**src/rtl/team_distance_occupation_defines.svh**
```systemverilog
// Assertion macros shared by the team distance occupation RTL.
`ifndef TEAM_DISTANCE_OCCUPATION_DEFINES_SVH
`define TEAM_DISTANCE_OCCUPATION_DEFINES_SVH
`ifndef SYNTHESIS
// Property checked on every clock edge outside reset.
`define TDO_ASSERT(lbl, prop) \
   lbl: assert property (@(posedge clock) disable iff (reset) prop) \
      else $error("team_distance_occupation assertion failed");
// Condition this cycle implies expression on the next cycle.
`define TDO_ASSERT_NEXT(lbl, cond, expr) \
   lbl: assert property (@(posedge clock) disable iff (reset) (cond) |=> (expr)) \
      else $error("team_distance_occupation assertion failed");
`else
`define TDO_ASSERT(lbl, prop)
`define TDO_ASSERT_NEXT(lbl, cond, expr)
`endif
`endif

```
**src/rtl/tdo_pkg.sv**
```systemverilog
// Types and constants for the team distance occupation block.
package tdo_pkg;

   localparam int TEAM_SIZE   = 7;
   localparam int COORD_BITS  = 11;
   localparam int NUM_PLAYERS = 2 * TEAM_SIZE;
   localparam int IDX_BITS    = 4;
   localparam int OCC_BITS    = 17;

   localparam int DELTA_BITS  = COORD_BITS + 1;
   localparam int D2_BITS     = 2 * COORD_BITS + 1;
   // radicand is d2 * 1024, padded to an even width
   localparam int SQRT_SHIFT  = 10;
   localparam int RAD_BITS    = ((D2_BITS + SQRT_SHIFT + 1) / 2) * 2;
   localparam int ROOT_BITS   = RAD_BITS / 2;
   localparam int REM_BITS    = ROOT_BITS + 1;
   localparam int WORK_BITS   = ROOT_BITS + 3;
   localparam int SAT_BITS    = (ROOT_BITS + 2 > OCC_BITS + 1) ? ROOT_BITS + 2 : OCC_BITS + 1;

   localparam int TREE_LEVELS = (TEAM_SIZE > 1) ? $clog2(TEAM_SIZE) : 1;
   localparam int LEAVES      = 1 << TREE_LEVELS;

   typedef enum logic {
      FUNC_LOAD  = 1'b0,
      FUNC_QUERY = 1'b1
   } func_type;

   typedef logic signed [COORD_BITS-1:0] coord_type;
   typedef logic signed [DELTA_BITS-1:0] delta_type;
   typedef logic [D2_BITS-1:0] dist2_type;
   typedef logic [NUM_PLAYERS-1:0][D2_BITS-1:0] dist2_vec_type;
   typedef logic [RAD_BITS-1:0] rad_type;
   typedef logic [ROOT_BITS-1:0] root_type;
   typedef logic [REM_BITS-1:0] rem_type;

endpackage

```
**src/rtl/tdo_min_tree.sv**
```systemverilog
// Registered minimum trees, one per team, over squared distances.
module tdo_min_tree
   import tdo_pkg::*;
(
   input  logic          clock,
   input  logic          reset,
   input  logic          advance,
   input  logic          in_valid,
   input  dist2_vec_type d2_in,
   output logic          out_valid,
   output dist2_type     min_a,
   output dist2_type     min_b
);

   // heap layout: node 1 is the root, children of k are 2k and 2k+1
   dist2_type                node_ff [2][1:LEAVES-1];
   dist2_type                leaf_c  [2][LEAVES];
   logic [TREE_LEVELS-1:0]   valid_ff;

   function automatic dist2_type min2(input dist2_type a, input dist2_type b);
      return (b < a) ? b : a;
   endfunction

   always_comb begin
      for (int t = 0; t < 2; t++) begin
         for (int j = 0; j < LEAVES; j++) begin
            if (j < TEAM_SIZE) begin
               leaf_c[t][j] = d2_in[t*TEAM_SIZE+j];
            end else begin
               leaf_c[t][j] = '1;
            end
         end
      end
   end

   always_ff @(posedge clock) begin
      if (advance) begin
         for (int t = 0; t < 2; t++) begin
            for (int k = 1; k < LEAVES; k++) begin
               if (2 * k >= LEAVES) begin
                  node_ff[t][k] <= min2(leaf_c[t][2*k-LEAVES], leaf_c[t][2*k+1-LEAVES]);
               end else begin
                  node_ff[t][k] <= min2(node_ff[t][2*k], node_ff[t][2*k+1]);
               end
            end
         end
      end
   end

   always_ff @(posedge clock) begin
      if (reset) begin
         valid_ff <= '0;
      end else if (advance) begin
         valid_ff <= TREE_LEVELS'({valid_ff, in_valid});
      end
   end

   assign out_valid = valid_ff[TREE_LEVELS-1];
   assign min_a     = node_ff[0][1];
   assign min_b     = node_ff[1][1];

endmodule

```
**config.mk**
```make
export PLATFORM = sky130hd
export DESIGN_NAME = tdo_min_tree
export DESIGN_NICKNAME = d
export VERILOG_FILES = /design/src/rtl/team_distance_occupation_defines.svh /design/src/rtl/tdo_pkg.sv /design/src/rtl/tdo_min_tree.sv
export SDC_FILE = /design/constraint.sdc
export NUM_CORES = 1
export LEC_CHECK = 0
export ABC_AREA = 0
export BUFFER_PORTS_ARGS = -buffer_cell sky130_fd_sc_hd__buf_2
export CAP_MARGIN = 10
export CELL_PAD_IN_SITES_DETAIL_PLACEMENT = 1
export CELL_PAD_IN_SITES_GLOBAL_PLACEMENT = 1
export CORE_MARGIN = 5
export CORE_UTILIZATION = 49
export DETAILED_ROUTE_END_ITERATION = 10
export PLACE_DENSITY = 0.91
export SYNTH_ARGS = -nofsm -noshare
export SYNTH_HDL_FRONTEND = slang
export SYNTH_SLANG_ARGS = --single-unit
export TNS_END_PERCENT = 20
```
**constraint.sdc**
```tcl
create_clock -name clock -period 4.51 [get_ports clock]
set_input_delay 0.902 -clock clock [delete_from_list [all_inputs] [get_ports clock]]
set_output_delay 0.902 -clock clock [all_outputs]
set_load 0.005 [all_outputs]
```
==> results.cfg <==
[clock_tree]
cts-root-buf = clkbuf_16
cts_made_buffers = 38
cts_resized = 0
cts_tree = built
post_cts_buffers = 0
cts_buffer_depth = 3
cts.sinks = 325
clock_latency_ns = 0.55
cts_hold_buf = 0
clk_pin_slew_ns = 0.06
cts-htree-levels = 2

[sta]
holdWs_ns = 0.4935
setup_tns_ns = 0
worstMarginPinSlew_ns = 0.8595
fmax_mhz = 299.2
grt_setup_unrepaired = false
timing.final.max_slew_violations = 0
hold_viol = 0
fin_crit_sh = 0.7412
setup_viol = 0
slew_headroom = 0.4122
fin_crit_ns = 3.343
worst_clock_skew_ns = 0.02575

[drt]
viasPerCell = 5.588
antenna_left = 0
wl_per_cell_microns = 23.54
first_pass_iters = 4
drt-initial-drc-count = 655
drcViolationCount = 0
vias = 14189
wl_mm = 59.77

[floorplanning]
die_area_sq_mm = 0.04538
core_sq_mm = 0.04083
fp.dieW_microns = 213.0
initial_core_util = 0.4946
pin_count = 373
die_h_microns = 213.0
rows = 74

[synthesis]
synth.top_cells.by_area = edfxtp_1 (48%), ha_1 (16%), mux2_2 (13%)
syn-num-nets = 2200
synth_edf_count = 322
yosysTopAreaCell = edfxtp_1
yosys.area_share.simple = 0.04721
yosysWarnings = 0
synth_ff_type = edfxtp_1
synth-xor-area-share = 0
synth_fa_ha_area_frac = 0.1635
ys_ff_latch = 325
synth-compound-area-share = 0.06616
synth_top_area_frac = 0.4788
synth-async-reset-ratio = 0
synth_top_family_by_area = adder cells
ys_types = 45
synth_cells = 1610
avgSynthCellArea_sq_um = 12.54
synth.area.mux_share = 0.1628
yosysSeqAreaShare = 0.4817
netlist_area_sq_mm = 0.02020

[power]
p_per_area_mw_per_mm2 = 391.1
pwr-share-clk = 0.312
swShare = 0.2879
power_leakage_nw = 10.78
p_comb_frac = 0.244
intPower_mw = 6.549
ir_worst_vdd_v = 0.0002588
seqPwrFrac = 0.444
power.switching_mw = 2.647

[global_route]
overflow = 0
grt_max_degree = 99
antenna_found_initial = 19
grt_pass1_wl_mm = 88.98
grt_use_total = 0.2561
first_global_vias = 16081

[critical_path]
cp_max_fo = 14
r2r.worst_path.cells = 8
r2r_start = node_ff[1][8]
worst_ep_arrival_time_ns = 3.64
r2r_slack_ns = 1.27
crit_path_start_kind = primary input
cp_data_required_time_ns = 4.81
crit_type = primary input to flip-flop
crit_path_end_kind = flip-flop
r2r_end = node_ff[1][95]

[finish]
final_common_cell = buf_2
fin_nets = 2558
final_cells = 2539
final_cell_area_sq_mm = 0.02351
drive_above_1_share = 0.3631
syn2layout_area_growth_pct = 16.40
final_cell_mix = buf_2 (371), edfxtp_1 (322), inv_1 (276)

[placement]
gp_congestion = 0.8818
post_dp_cell_area_sq_mm = 0.02236
dp_hpwl_mm = 47.41
io_buffers = 372
dp.cells = 2460

[job]
drv_cap = 0

[worst_hold_path]
holdPathStages = 2
hold_start = valid_ff[0]
hold_class = flip-flop to flip-flop
min_to = valid_ff[0]

[status]
outcome = finished clean
==> Yosys cell counts (2+ instances only) <==
master	n
nand4_1	33
nand2b_4	2
nor2b_1	5
and2_0	2
a2111oi_4	2
o211ai_1	11
nor4_1	7
o31ai_1	2
a221o_1	5
a221oi_1	10
buf_4	60
nor3_1	4
nor3_2	5
mux2_4	40
mux2i_1	3
a21o_1	8
a21oi_1	95
nand2_1	70
o211a_2	2
buf_6	8
nand2b_1	4
edfxtp_1	322
a211o_1	3
mux2_2	228
inv_1	276
o21a_1	2
nand3_1	24
o21ai_1	2
a21oi_2	2
ha_1	264
a31oi_2	2
dfxtp_1	3
mux2_1	8
buf_2	2
and4_1	4
a2111oi_0	8
a211oi_1	9
nor4_2	2
nor2_1	23
o21ai_0	43
==> worst max-delay path by stage <==
stage / from / to / slack (ns) / cells after the start
after global placement: d2_in[4] / node_ff[0][77] / 0.62 / 8
after detailed placement: d2_in[4] / node_ff[0][78] / 0.56 / 8
final: d2_in[4] / node_ff[0][78] / 1.17 / 8
after CTS: d2_in[4] / node_ff[0][78] / 1.16 / 8
after floorplan: d2_in[14] / node_ff[0][74] / 1.63 / 9
after global routing: d2_in[4] / node_ff[0][78] / 1.09 / 8
==> metal layers <==
metal	routed length (microns)	share of wire	global-route usage	up-vias
met3	3561	0.060	0.05466	167
met2	31130	0.52	0.4746	447
met5	115	0.0019	0	-
met1	21900	0.37	0.2771	6970
li1	-	-	-	6589
met4	3058	0.051	0.1220	16
==> area by class of cell <==
type	count	area [sq um]
antenna	13	32.53
clock buffer	46	1002
clock inverter	20	120.1
fill	4297	17320
inverter	276	1036
multi-input combinational	939	8895
sequential	325	9729
tap	532	665.6
timing repair buffer	388	2029
==> worst max-delay path, stage by stage <==
cell	delay (ns)
buf_2	0.08
inv_1	0.04
ha_1	0.29
a2111oi_0	0.76
a21oi_1	0.18
nor3_2	0.64
buf_4	0.36
mux2_2	0.37
==> power groups by stage <==
| stage | clock network (mW) | logic (mW) | registers, mW |
|---|---|---|---|
| finish | 2.87 | 2.25 | 4.08 |
| global route | 3.07 | 2.45 | 4.10 |
| CTS | 2.94 | 2.26 | 4.08 |
| detailed placement | 0 | 2.21 | 4.13 |
| global placement | 0 | 2.04 | 4.09 |
| floorplan | 0 | 1.51 | 4.00 |
==> registers in the layout, summed over array words and instances (netlist names) <==
| register | flops |
|---|---|
| valid_ff | 3 |
| node_ff | 322 |
==> per-stage QoR <==
| step | setup WS [ns] | power [mW] | utilization |
|---|---|---|---|
| after floorplan | 1.628 | 5.510 | - |
| after global placement | 0.6197 | 6.125 | 0.5475 |
| after detailed placement | 0.5562 | 6.341 | 0.5475 |
| after CTS | 1.159 | 9.271 | 0.5750 |
| after global routing | 1.091 | 9.625 | 0.5755 |
| final | 1.167 | 9.196 | 0.5758 |
==> cells by family (layout without fill, tap and decap cells) <==
kind of cell,Yosys count,count (layout)
AO/OA/AOI/OAI,210,210
adder cells (fa/ha/maj),264,264
buffers and inverters,346,730
flip-flops,325,325
multiplexers,279,279
other,0,13
AND/OR/NAND/NOR,186,186
(Power assumes the default switching activity.)
