**config.mk**
```make
export PLATFORM = sky130hd
export DESIGN_NAME = tdo_sqrt_pipe
export DESIGN_NICKNAME = d
export VERILOG_FILES = /design/src/rtl/tdo_pkg.sv /design/src/rtl/tdo_sqrt_pipe.sv
export VERILOG_INCLUDE_DIRS = /design/src /design/src/rtl
export SDC_FILE = /design/constraint.sdc
export NUM_CORES = 2
export LEC_CHECK = 0
export ABC_AREA = 1
export CELL_PAD_IN_SITES_DETAIL_PLACEMENT = 0
export CELL_PAD_IN_SITES_GLOBAL_PLACEMENT = 1
export CORE_ASPECT_RATIO = 1.2
export CORE_MARGIN = 5
export CORE_UTILIZATION = 49
export CTS_CLUSTER_SIZE = 12
export DETAILED_ROUTE_END_ITERATION = 16
export DONT_BUFFER_PORTS = 1
export HOLD_SLACK_MARGIN = 0.02
export PLACE_DENSITY = 0.87
export SYNTH_ARGS = -nofsm -noshare
export SYNTH_HDL_FRONTEND = slang
export SYNTH_SLANG_ARGS = --single-unit
export TNS_END_PERCENT = 50
```
**constraint.sdc**
```tcl
create_clock -name clock -period 2.6 [get_ports clock]
set_clock_uncertainty 0.2 [all_clocks]
set_input_delay 0.39 -clock clock [delete_from_list [all_inputs] [get_ports clock]]
set_output_delay 0.39 -clock clock [all_outputs]
set_load 0.1 [all_outputs]
```
**src/rtl/team_distance_occupation_defines.svh**
```systemverilog
// Assertion macros shared by the team distance occupation RTL.
`ifndef TEAM_DISTANCE_OCCUPATION_DEFINES_SVH
`define TEAM_DISTANCE_OCCUPATION_DEFINES_SVH
`ifndef SYNTHESIS
// Property checked on every clock edge outside reset.
`define TDO_ASSERT(lbl, prop) \
   lbl: assert property (@(posedge clock) disable iff (reset) prop) \
      else $error("team_distance_occupation assertion failed");
// Condition this cycle implies expression on the next cycle.
`define TDO_ASSERT_NEXT(lbl, cond, expr) \
   lbl: assert property (@(posedge clock) disable iff (reset) (cond) |=> (expr)) \
      else $error("team_distance_occupation assertion failed");
`else
`define TDO_ASSERT(lbl, prop)
`define TDO_ASSERT_NEXT(lbl, cond, expr)
`endif
`endif

```
**src/rtl/tdo_pkg.sv**
```systemverilog
// Types and constants for the team distance occupation block.
package tdo_pkg;

   localparam int TEAM_SIZE   = 7;
   localparam int COORD_BITS  = 11;
   localparam int NUM_PLAYERS = 2 * TEAM_SIZE;
   localparam int IDX_BITS    = 4;
   localparam int OCC_BITS    = 17;

   localparam int DELTA_BITS  = COORD_BITS + 1;
   localparam int D2_BITS     = 2 * COORD_BITS + 1;
   // radicand is d2 * 1024, padded to an even width
   localparam int SQRT_SHIFT  = 10;
   localparam int RAD_BITS    = ((D2_BITS + SQRT_SHIFT + 1) / 2) * 2;
   localparam int ROOT_BITS   = RAD_BITS / 2;
   localparam int REM_BITS    = ROOT_BITS + 1;
   localparam int WORK_BITS   = ROOT_BITS + 3;
   localparam int SAT_BITS    = (ROOT_BITS + 2 > OCC_BITS + 1) ? ROOT_BITS + 2 : OCC_BITS + 1;

   localparam int TREE_LEVELS = (TEAM_SIZE > 1) ? $clog2(TEAM_SIZE) : 1;
   localparam int LEAVES      = 1 << TREE_LEVELS;

   typedef enum logic {
      FUNC_LOAD  = 1'b0,
      FUNC_QUERY = 1'b1
   } func_type;

   typedef logic signed [COORD_BITS-1:0] coord_type;
   typedef logic signed [DELTA_BITS-1:0] delta_type;
   typedef logic [D2_BITS-1:0] dist2_type;
   typedef logic [NUM_PLAYERS-1:0][D2_BITS-1:0] dist2_vec_type;
   typedef logic [RAD_BITS-1:0] rad_type;
   typedef logic [ROOT_BITS-1:0] root_type;
   typedef logic [REM_BITS-1:0] rem_type;

endpackage

```
**src/rtl/tdo_sqrt_pipe.sv**
```systemverilog
// Two-lane pipelined integer square root, one root bit per stage.
`include "team_distance_occupation_defines.svh"
module tdo_sqrt_pipe
   import tdo_pkg::*;
(
   input  logic      clock,
   input  logic      reset,
   input  logic      advance,
   input  logic      in_valid,
   input  dist2_type min_a,
   input  dist2_type min_b,
   output logic      out_valid,
   output root_type  root_a,
   output root_type  root_b
);

   rad_type               rad_ff  [2][ROOT_BITS];
   rem_type               rem_ff  [2][ROOT_BITS];
   root_type              root_ff [2][ROOT_BITS];
   rad_type               rad_in  [2][ROOT_BITS];
   rem_type               rem_in  [2][ROOT_BITS];
   root_type              root_in [2][ROOT_BITS];
   rad_type               rad_first [2];
   logic [ROOT_BITS-1:0]  valid_ff;

   assign rad_first[0] = RAD_BITS'(min_a) << SQRT_SHIFT;
   assign rad_first[1] = RAD_BITS'(min_b) << SQRT_SHIFT;

   always_comb begin
      rad_type                rad_src;
      rem_type                rem_src;
      root_type               root_src;
      logic [WORK_BITS-1:0]   work;
      logic [WORK_BITS-1:0]   trial;
      for (int l = 0; l < 2; l++) begin
         for (int s = 0; s < ROOT_BITS; s++) begin
            if (s == 0) begin
               rad_src  = rad_first[l];
               rem_src  = '0;
               root_src = '0;
            end else begin
               rad_src  = rad_ff[l][s-1];
               rem_src  = rem_ff[l][s-1];
               root_src = root_ff[l][s-1];
            end
            work  = {rem_src, rad_src[RAD_BITS-1 -: 2]};
            trial = WORK_BITS'({root_src, 2'b01});
            rad_in[l][s] = rad_src << 2;
            if (work >= trial) begin
               rem_in[l][s]  = REM_BITS'(work - trial);
               root_in[l][s] = {root_src[ROOT_BITS-2:0], 1'b1};
            end else begin
               rem_in[l][s]  = REM_BITS'(work);
               root_in[l][s] = {root_src[ROOT_BITS-2:0], 1'b0};
            end
         end
      end
   end

   always_ff @(posedge clock) begin
      if (advance) begin
         rad_ff  <= rad_in;
         rem_ff  <= rem_in;
         root_ff <= root_in;
      end
   end

   always_ff @(posedge clock) begin
      if (reset) begin
         valid_ff <= '0;
      end else if (advance) begin
         valid_ff <= {valid_ff[ROOT_BITS-2:0], in_valid};
      end
   end

   assign out_valid = valid_ff[ROOT_BITS-1];
   assign root_a    = root_ff[0][ROOT_BITS-1];
   assign root_b    = root_ff[1][ROOT_BITS-1];

   // a finished integer root leaves a remainder of at most twice the root
   `TDO_ASSERT(a_rem_bound_a,
      out_valid |-> (rem_ff[0][ROOT_BITS-1] <= {root_ff[0][ROOT_BITS-1], 1'b0}))
   `TDO_ASSERT(a_rem_bound_b,
      out_valid |-> (rem_ff[1][ROOT_BITS-1] <= {root_ff[1][ROOT_BITS-1], 1'b0}))

endmodule
```
==> reports/summary.md <==
The critical path endpoint category is a flop. TritonCTS built the clock tree. Global routing finished with a remaining overflow of 0. Dividing the detail-routed wire length by the instance count gives 15.91 um. The fraction of the mapped netlist area in compound gates came out at 0.06118.

The run finished, with violations left. The post-detailed-route count of antenna-violating nets is 0, and the headroom to the max-slew limit is -1.427. The area added between synthesis and finish is 11.15%, and the placeable core region is 121400 um2. Share of cell area taken by muxes after synthesis: 0.

The largest family of logic cells by synthesized area is simple AND/OR/NAND/NOR gates. The share of synthesized cell area in and, or, nand and nor gates is 0.2218, and the measured slew at the worst slew-check pin is 3.640 ns. The cell count after synthesis came out at 6433.

After clock tree synthesis, the flow added hold-fix buffers numbering 66. The fraction of final layout cells sized beyond drive strength 1 was 0.07398. Once placement completed, the tool counted placed cells totaling 8105. For the sequential area share after synthesis, the log shows 0.5453. Data on the critical path arrives at its endpoint at 4.15 ns. Yosys printed 0 warnings. The cell sitting at the root of the clock tree is a clkbuf_16. The clock insertion delay at the later pin of the skew report was 0.72 ns; the clock slew at the register clock pins of the worst setup and hold paths was 0.06 ns. The final number of hold-violating endpoints is 15, and the total number of nets in the final design is 7035.

In this run the vertical extent of the chip is 392.9 um. The xor and xnor fraction of the mapped netlist area works out to 0.03042. In this run the count of I/O pins placed on the die edge is 85. The smallest clock period supported by the final layout is computed as 3.754 ns. The number of remaining DRC errors came out at 0. Filler cell count in the final layout: 10.83k. The number of vias per cell after detailed routing is 5.089. Data on the critical path is required at its endpoint by 3.00 ns.

For this block, the via count after detailed routing is 42.58k. Reported max-cap violation count: 0. Setup repair after global routing could not meet its margin everywhere. The pre-CTS setup slack was -0.2287 ns; the H-tree depth was 3. The post-synthesis instance area came out at 59880 um2.

For the number of buffers created by CTS, the log shows 115. Power per unit of standard cell area: 740.8 nW/um2. The critical path is of the in2reg type. The congestion estimate from routability-driven global placement came to 0.9155. For this design, the sink count on the clock tree is 1093.

After synthesis the netlist holds a flip-flop and latch count of 1093. The average instance in the mapped netlist occupies 9.308 um2. The maximum operating frequency is 0.2664 GHz. The initialized floorplan defines 140 standard-cell rows.

Across the VDD grid, the largest voltage drop is 653.8 uV. Setup violations remaining at the end of the flow were counted as 311. The adder and majority cell fraction of the synthesized area is 0.06954. The checks that failed: negative hold slack, max-slew violations, negative setup slack. The min-delay analysis places its worst path in the category in2reg.

Count of pins over their slew limit: 978. The detailed-routing iteration count for the pre-antenna-repair pass came out at 6. The count of different cell masters after synthesis was 53; the final worst-path cycle share was 1.444. The static power due to leakage was 29.22 nW; the largest fanout on the critical path was 1094. Starting density of the core: 0.4933. The die is 329.1 um wide.

The number of standard cells in the layout, taps in and fillers out was 8366; the setup total negative slack was -78.31 ns. Entering global routing, the biggest net connects 1095 pins. Number of port buffers: 0. The worst setup path is launched from a primary input. Number of buffers between clock root and the deepest sink: 3. The share of synthesized registers carrying an async set or reset works out to 0. The first-pass GRT wire length is 214100 um. The sum of routed wire length over all layers is 133100 um. Among all flip-flop cells after synthesis, the most frequent one is edfxtp_1.

The floorplan step defined a die boundary enclosing 129300 um2. The total routing usage reported by global routing is 0.2050. In this run, synthesis inferred 1076 flip-flops with an integrated enable. The final setup slack of the worst path came out at -1.154 ns.

Initial antenna violation count: 0. The final hold slack came out at -0.3893 ns. Detailed placement finished with a half-perimeter wire length of 99780 um. The tools report the initial DRC count as 2359.

The tools report the number of global-route vias before repair as 42.80k.
## logic make-up after synthesis
family / count (synthesis)
AOI/OAI and AO/OA: 652
adders and majority gates: 328
and+or+nand+nor: 3114
buffers and inverters: 1037
xor gates and xnor gates: 208
DFF: 1093
other: 1
## where the power goes
group | switching (mW) | internal (mW) | total, mW | leakage, nW
registers | 1.29 | 22.0 | 23.3 | 10.4
clock network | 6.72 | 9.26 | 16.0 | 1.75
logic | 6.41 | 3.65 | 10.1 | 17.1
## path summary, 6_finish.rpt
path	to	cells after the start	slack [ns]	from
setup / recovery	valid_ff[6]$_SDFFE_PP0P_	4	-1.15	advance
setup reg to reg	rem_ff[203]$_DFFE_PP_	9	0.12	rem_ff[219]$_DFFE_PP_
hold reg to reg	rad_ff[1082]$_DFFE_PP_	0	0.21	rad_ff[1114]$_DFFE_PP_
hold / removal	rad_ff[575]$_DFFE_PP_	0	-0.39	advance
## sequential cells by signal, indices dropped and copies added (netlist names)
| name | cells |
|---|---|
| valid_ff | 17 |
| rad_ff | 264 |
| root_b | 17 |
| root_ff | 272 |
| rem_ff | 506 |
| root_a | 17 |
## synthesized netlist by cell type, drive strengths merged, types with 8 or more instances
| cell type | count | area share |
|---|---|---|
| xor2 | 136 | 0.020 |
| o21ai | 241 | 0.022 |
| inv | 942 | 0.059 |
| nand2 | 1814 | 0.12 |
| nand4 | 71 | 0.0075 |
| nand3 | 494 | 0.043 |
| fa | 8 | 0.0027 |
| edfxtp | 1076 | 0.54 |
| nor3 | 70 | 0.0064 |
| a21o | 8 | 0.0010 |
| and2 | 20 | 0.0021 |
| nor2 | 554 | 0.036 |
| xnor2 | 72 | 0.011 |
| a21oi | 366 | 0.033 |
| ha | 320 | 0.067 |
| buf | 90 | 0.012 |
| o21bai | 17 | 0.0021 |
| dfxtp | 17 | 0.0057 |
| nand3b | 56 | 0.0070 |
| or2 | 22 | 0.0023 |
## layout by cell type, fill, tap and decap left out, types with 66 or more instances in the layout
cell type	synthesis	final
nand3_1	484	483
ha_1	320	316
nand2_1	1772	1771
dlygate4sd3_1	0	66
a21oi_1	327	325
buf_4	47	132
edfxtp_1	1076	1076
nor2_1	529	527
o21ai_0	175	174
nand4_1	70	70
xor2_1	136	136
clkbuf_16	0	117
inv_1	929	929
xnor2_1	72	72
## critical path, stage by stage
cell and delay, ns:
clkinv_1 1.34, nand2_1 0.24, a21oi_1 0.09, dlygate4sd3_1 0.59
## stage by stage
step	total power, mW	utilization	instance area [um2]
final	49.31	0.5483	66560
after global routing	52.07	0.5482	66550
after CTS	49.63	0.5475	66470
after detailed placement	33.47	0.5124	62200
after global placement	33.35	0.5124	62200
after floorplan	30.61	-	59880
## layout make-up
class / instances / area, um2 / area share
Clock buffer: 141 / 3018 / 0.04534
Timing Repair Buffer: 200 / 1692 / 0.02542
Multi-Input combinational cell: 4304 / 23010 / 0.3457
Clock inverter: 51 / 579.3 / 0.008704
Inverter: 943 / 3562 / 0.05352
Antenna cell: 1 / 2.502 / 0.00003760
Sequential cell: 1093 / 32650 / 0.4906
Tap cell: 1633 / 2043 / 0.03070
## metal layers
metal / track usage / wire length [um] / up-vias
met2: 0.3979 / 71220 / 803
li1: - / - / 21780
met5: 0 / 0 / -
met3: 0.02389 / 4009 / 324
met1: 0.2212 / 51700 / 19670
met4: 0.09516 / 6207 / 0
## repair_timing
action / 4_1_cts / 5_1_grt
setup endpoints to repair: 2 / 115
buffers inserted: 0 / 2
gates resized for setup: 3 / 23
hold endpoints to repair: 729 / 203
pin swaps: 0 / 1
(Power assumes the default switching activity.)
